--- config.mk ---
export PLATFORM = sky130hd
export DESIGN_NAME = lsdf_ctrl
export DESIGN_NICKNAME = d
export VERILOG_FILES = /design/src/hdl/lsdf_pkg.sv /design/src/hdl/lsdf_ctrl.sv
export SDC_FILE = /design/constraint.sdc
export NUM_CORES = 1
export LEC_CHECK = 0
export ABC_AREA = 1
export BUFFER_PORTS_ARGS = -buffer_cell sky130_fd_sc_hd__buf_2
export CORE_MARGIN = 2
export CORE_UTILIZATION = 44
export DETAILED_ROUTE_END_ITERATION = 10
export GPL_ROUTABILITY_DRIVEN = 0
export PLACE_DENSITY = 0.63
export SKIP_LAST_GASP = 1
export SLEW_MARGIN = 40
export SYNTH_ARGS = -nofsm -noshare
export SYNTH_HDL_FRONTEND = slang
export SYNTH_SLANG_ARGS = --single-unit
--- constraint.sdc ---
create_clock -name aclk -period 2.1 [get_ports aclk]
set_clock_uncertainty 0.15 [all_clocks]
set_input_delay 0.105 -clock aclk [delete_from_list [all_inputs] [get_ports aclk]]
set_output_delay 0.105 -clock aclk [all_outputs]
set_load 0.03 [all_outputs]
--- src/hdl/lsdf_pkg.sv ---
`default_nettype none
package lsdf_pkg;

    localparam int LIMIT_W = 20;
    localparam int COUNT_W = 8;
    localparam int SUM_W = 30;
    localparam int EXP_W = 5;

    localparam int DEF_MAX_N = 1048576;
    localparam int DEF_PRIME_DEPTH = 131072;

    localparam logic [LIMIT_W-1:0] LIMIT_RESET = 20'hFFFFF;
    localparam logic [SUM_W:0] MODULUS = 31'd1000000007;

    typedef enum logic [4:0] {
        OP_NONE,
        OP_ACCEPT,
        OP_Q_RD,
        OP_Q_OUT,
        OP_INIT,
        OP_CLEAR,
        OP_RD_I,
        OP_CHK_I,
        OP_PRIME_WR,
        OP_J_RD,
        OP_J_P,
        OP_J_K,
        OP_ND_ADD,
        OP_ND_WR,
        OP_DV_M,
        OP_DV_CAP,
        OP_DV_MUL,
        OP_DV_WR,
        OP_NEXT_I,
        OP_DONE
    } dp_op_t;

    typedef struct packed {
        logic prime;
        logic clr_last;
        logic lim_small;
        logic j_end;
        logic k_stop;
        logic divides;
        logic mm_busy;
        logic i_last;
        logic out_free;
    } dp_status_t;

    // Modular addition of two residues.
    function automatic logic [SUM_W-1:0] add_mod(input logic [SUM_W-1:0] x,
                                                 input logic [SUM_W-1:0] y);
        logic [SUM_W:0] s;
        s = {1'b0, x} + {1'b0, y};
        if (s >= MODULUS) begin
            s = s - MODULUS;
        end
        return s[SUM_W-1:0];
    endfunction

endpackage
`default_nettype wire

--- src/hdl/lsdf_ctrl.sv ---
`default_nettype none
module lsdf_ctrl (
    input  wire logic                 aclk,
    input  wire logic                 aresetn,
    input  wire logic                 s_valid,
    output logic                      s_ready,
    input  wire logic                 s_command,
    input  wire lsdf_pkg::dp_status_t status,
    output lsdf_pkg::dp_op_t          op
);
    import lsdf_pkg::*;

    typedef enum logic [23:0] {
        S_IDLE       = 24'h000001,
        S_Q_RD       = 24'h000002,
        S_Q_OUT      = 24'h000004,
        S_INIT       = 24'h000008,
        S_CLEAR      = 24'h000010,
        S_RD_I       = 24'h000020,
        S_CHK_I      = 24'h000040,
        S_PRIME_WAIT = 24'h000080,
        S_PRIME_WR   = 24'h000100,
        S_J_RD       = 24'h000200,
        S_J_P        = 24'h000400,
        S_J_K        = 24'h000800,
        S_ND_PP      = 24'h001000,
        S_ND_ADD     = 24'h002000,
        S_ND_WAIT    = 24'h004000,
        S_ND_WR      = 24'h008000,
        S_DV_M       = 24'h010000,
        S_DV_CAP     = 24'h020000,
        S_DV_PP      = 24'h040000,
        S_DV_MUL     = 24'h080000,
        S_DV_WAIT    = 24'h100000,
        S_DV_WR      = 24'h200000,
        S_NEXT_I     = 24'h400000,
        S_DONE       = 24'h800000
    } state_t;

    state_t state_reg, state_next;

    always_comb begin
        state_next = state_reg;
        op = OP_NONE;
        unique case (state_reg)
            S_IDLE: begin
                if (s_valid) begin
                    op = OP_ACCEPT;
                    state_next = s_command ? S_Q_RD : S_INIT;
                end
            end
            S_Q_RD: begin
                op = OP_Q_RD;
                state_next = S_Q_OUT;
            end
            S_Q_OUT: begin
                // While the result register is full, keep the read address.
                if (status.out_free) begin
                    op = OP_Q_OUT;
                    state_next = S_IDLE;
                end else begin
                    op = OP_Q_RD;
                end
            end
            S_INIT: begin
                op = OP_INIT;
                state_next = S_CLEAR;
            end
            S_CLEAR: begin
                op = OP_CLEAR;
                if (status.clr_last) begin
                    state_next = status.lim_small ? S_DONE : S_RD_I;
                end
            end
            S_RD_I: begin
                op = OP_RD_I;
                state_next = S_CHK_I;
            end
            S_CHK_I: begin
                op = OP_CHK_I;
                state_next = status.prime ? S_PRIME_WAIT : S_J_RD;
            end
            S_PRIME_WAIT: begin
                if (!status.mm_busy) begin
                    state_next = S_PRIME_WR;
                end
            end
            S_PRIME_WR: begin
                op = OP_PRIME_WR;
                state_next = S_J_RD;
            end
            S_J_RD: begin
                op = OP_J_RD;
                state_next = status.j_end ? S_NEXT_I : S_J_P;
            end
            S_J_P: begin
                op = OP_J_P;
                state_next = S_J_K;
            end
            S_J_K: begin
                op = OP_J_K;
                if (status.k_stop) begin
                    state_next = S_NEXT_I;
                end else if (status.divides) begin
                    state_next = S_DV_M;
                end else begin
                    state_next = S_ND_PP;
                end
            end
            S_ND_PP: begin
                if (!status.mm_busy) begin
                    state_next = S_ND_ADD;
                end
            end
            S_ND_ADD: begin
                op = OP_ND_ADD;
                state_next = S_ND_WAIT;
            end
            S_ND_WAIT: begin
                if (!status.mm_busy) begin
                    state_next = S_ND_WR;
                end
            end
            S_ND_WR: begin
                op = OP_ND_WR;
                state_next = S_J_RD;
            end
            S_DV_M: begin
                op = OP_DV_M;
                state_next = S_DV_CAP;
            end
            S_DV_CAP: begin
                op = OP_DV_CAP;
                state_next = S_DV_PP;
            end
            S_DV_PP: begin
                if (!status.mm_busy) begin
                    state_next = S_DV_MUL;
                end
            end
            S_DV_MUL: begin
                op = OP_DV_MUL;
                state_next = S_DV_WAIT;
            end
            S_DV_WAIT: begin
                if (!status.mm_busy) begin
                    state_next = S_DV_WR;
                end
            end
            S_DV_WR: begin
                op = OP_DV_WR;
                state_next = S_NEXT_I;
            end
            S_NEXT_I: begin
                op = OP_NEXT_I;
                state_next = status.i_last ? S_DONE : S_RD_I;
            end
            S_DONE: begin
                if (status.out_free) begin
                    op = OP_DONE;
                    state_next = S_IDLE;
                end
            end
            default: begin
                state_next = S_IDLE;
            end
        endcase
    end

    always_ff @(posedge aclk) begin
        if (!aresetn) begin
            state_reg <= S_IDLE;
        end else begin
            state_reg <= state_next;
        end
    end

    assign s_ready = (state_reg == S_IDLE);

endmodule
`default_nettype wire

==> impl_metrics.toml <==
[cells_and_area]
regArea_um2 = 524.3
post-route-util = 0.6970
final_net_count = 348
multi_input_area_mm2 = 0.001225
fill_cells = 316
layout_commonest_cell = "inv_1"
diodes = 0
largest_reg_flops = 24
drive_above_1_share = 0.4222
syn_to_final_growth_pct = 53.10
layout_common_cells = "inv_1 (43), nand2_1 (38), nor2_1 (30)"
fin_cells = 382

[global_route]
grt_use_total = 0.2337
antenna_found_initial = 0
grt_pass1_vias = 1679
grt_pass1_wl_um = 7714
grt_max_degree = 16
grt_overflow = 0

[clocking]
clk_latency_ns = 0.27
numCtsBuffers = 3
htree_num_levels = 1
cts_max_path_buffers = 2
cts.sinks = 24
cts_tree = "built"
cts.clk_slew.worst_paths_ns = 0.09
cts-root-buf = "clkbuf_8"

[detailed_routing]
firstDrtPassIters = 4
drt-vias-per-instance = 5.327
drt_iter0_drc = 107
routed_wl_um = 5492
wl_per_cell_um = 14.38
ant_nets = 0
drc = 0
dr_total_vias = 2035

[yosys]
yosysSeqAreaShare = 0.2905
synthTopCellsByArea = "dfxtp_1 (29%), nand2_1 (12%), inv_1 (11%)"
syn-num-nets = 288
ys_async_sr_fraction = 0
dominantRegCellSynth = "dfxtp_1"
synth.cell_area_mm2 = 0.001654
ys_types = 27
synth_edf_count = 0
ys_warn_count = 0
synthCells = 275
syn_area_per_cell_um2 = 6.015
synth_top_area_cell = "dfxtp_1"
synth.ff_latch_count = 24
synth_top_area_share = 0.2905

[placed_design]
portBuffers = 18
dp.final_hpwl_um = 3398
dp_cells = 347

[timing]
max_freq_ghz = 0.4774
finalCriticalPeriod_ns = 2.095
worst_pin_slew_ns = 0.5004
setup_viol = 0
rsz0062_at_grt = "yes"
max_slew_margin = 0.6633
hold_viol_final = 0
finalMaxSlewViolations = 0
fin_crit_sh = 0.9974

[floorplanning]
design.core.area_mm2 = 0.003633
die_x_um = 65.32
start_util = 0.4552
pin_count = 19
die_h_um = 65.32
die-area_mm2 = 0.004266
core.rowCount = 22

[setup_path]
endpoint_kind = "primary output"
path_max_fanout = 5
worstPathRequired_ns = 1.85
slowest_delay_ns = 0.37
path_cells = "nor2_4, nand2_2, nor2_4, buf_6, inv_1, nor3_2, buf_4, nor3_2, nand3b_1, buf_6"
cp.arrival_ns = 1.84
cpMaxStageDelayCell = "dfxtp_4"
criticalPathCategory = "reg -> out"
cp-start-kind = "register"

[worst_hold_path]
hold_class = "in -> reg"

[power_and_ir_drop]
p_leak_nw = 1.324
ir_drop_uv = 467.4
p_per_area_mw_per_mm2 = 949.0

[status]
status = "finished clean"

[flow_run]
cap_violations = 0
-- path summary, 6_finish.rpt --
kind / from / endpoint / slack (ns) / cells after the start
max: state_reg[7] / op[2] / 0.005 / 10
min: s_valid / state_reg[0] / 0.01 / 4
max reg2reg: state_reg[7] / state_reg[14] / 0.03 / 15
min reg2reg: state_reg[12] / state_reg[12] / 0.36 / 2
-- synth_stat cells, types with 2 or more instances --
cell / number
nor4_1: 3
a21oi_1: 9
nand4_1: 8
nand2_1: 53
nor2_4: 2
o21ai_0: 3
nor2_1: 45
nand2_2: 6
inv_1: 48
nand3_1: 29
dfxtp_1: 24
buf_6: 3
nand3b_1: 7
nor2_2: 5
nor3_1: 18
-- logic make-up after synthesis --
family,count (synthesis),share of synthesized area
AOI/OAI and AO/OA,16,0.05522
DFF,24,0.2905
and+or+nand+nor,180,0.5151
buffers and inverters,55,0.1392
-- power by group --
group | internal (mW) | switching [mW] | total [mW]
combinational | 0.620 | 0.890 | 1.51
sequential | 0.512 | 0.0533 | 0.565
clock | 0.168 | 0.160 | 0.328
-- per-layer routing --
layer,share of wire,GRT usage,vias up
met5,0,0,-
met4,0.028,0.05208,0
met3,0.047,0.02911,14
met2,0.50,0.3916,64
met1,0.42,0.3210,959
li1,-,-,998
-- area by class of cell --
class	count	share of cell area
multi-input combinational	196	0.4837
clock buffer	4	0.02174
tap	48	0.02372
sequential	24	0.2070
timing repair buffer	60	0.1877
inverter	50	0.07609
-- worst max-delay path: cells and delay by family, from the launching register on --
family | cells | cell delay [ns]
buffers and inverters | 4 | 0.48
flip-flops | 1 | 0.37
AND/OR/NAND/NOR | 6 | 0.71
-- what timing repair did --
| action | CTS | global route |
|---|---|---|
| pin swaps | 9 | 35 |
| hold endpoints to repair | 7 | 0 |
| endpoints found under the setup margin | 5 | 25 |
| setup buffers | 9 | 14 |
| hold buffers | 8 | 0 |
| resized for setup | 42 | 78 |
-- through the flow --
step,TNS (ns),instance area [µm²],total power [mW],hold WS [ns],worst slack (ns)
floorplan,0,1654,1.326,0.03351,0.1763
global placement,-0.01405,1844,1.561,0.1447,-0.01405
detailed placement,0,1844,1.560,0.1557,0.02100
CTS,0,2180,2.063,0.001259,0.003695
global route,-0.6900,2532,2.548,0.04197,-0.1058
finish,0,2532,2.403,0.009672,0.005498
No activity file was read; power rests on OpenSTA's default activity.
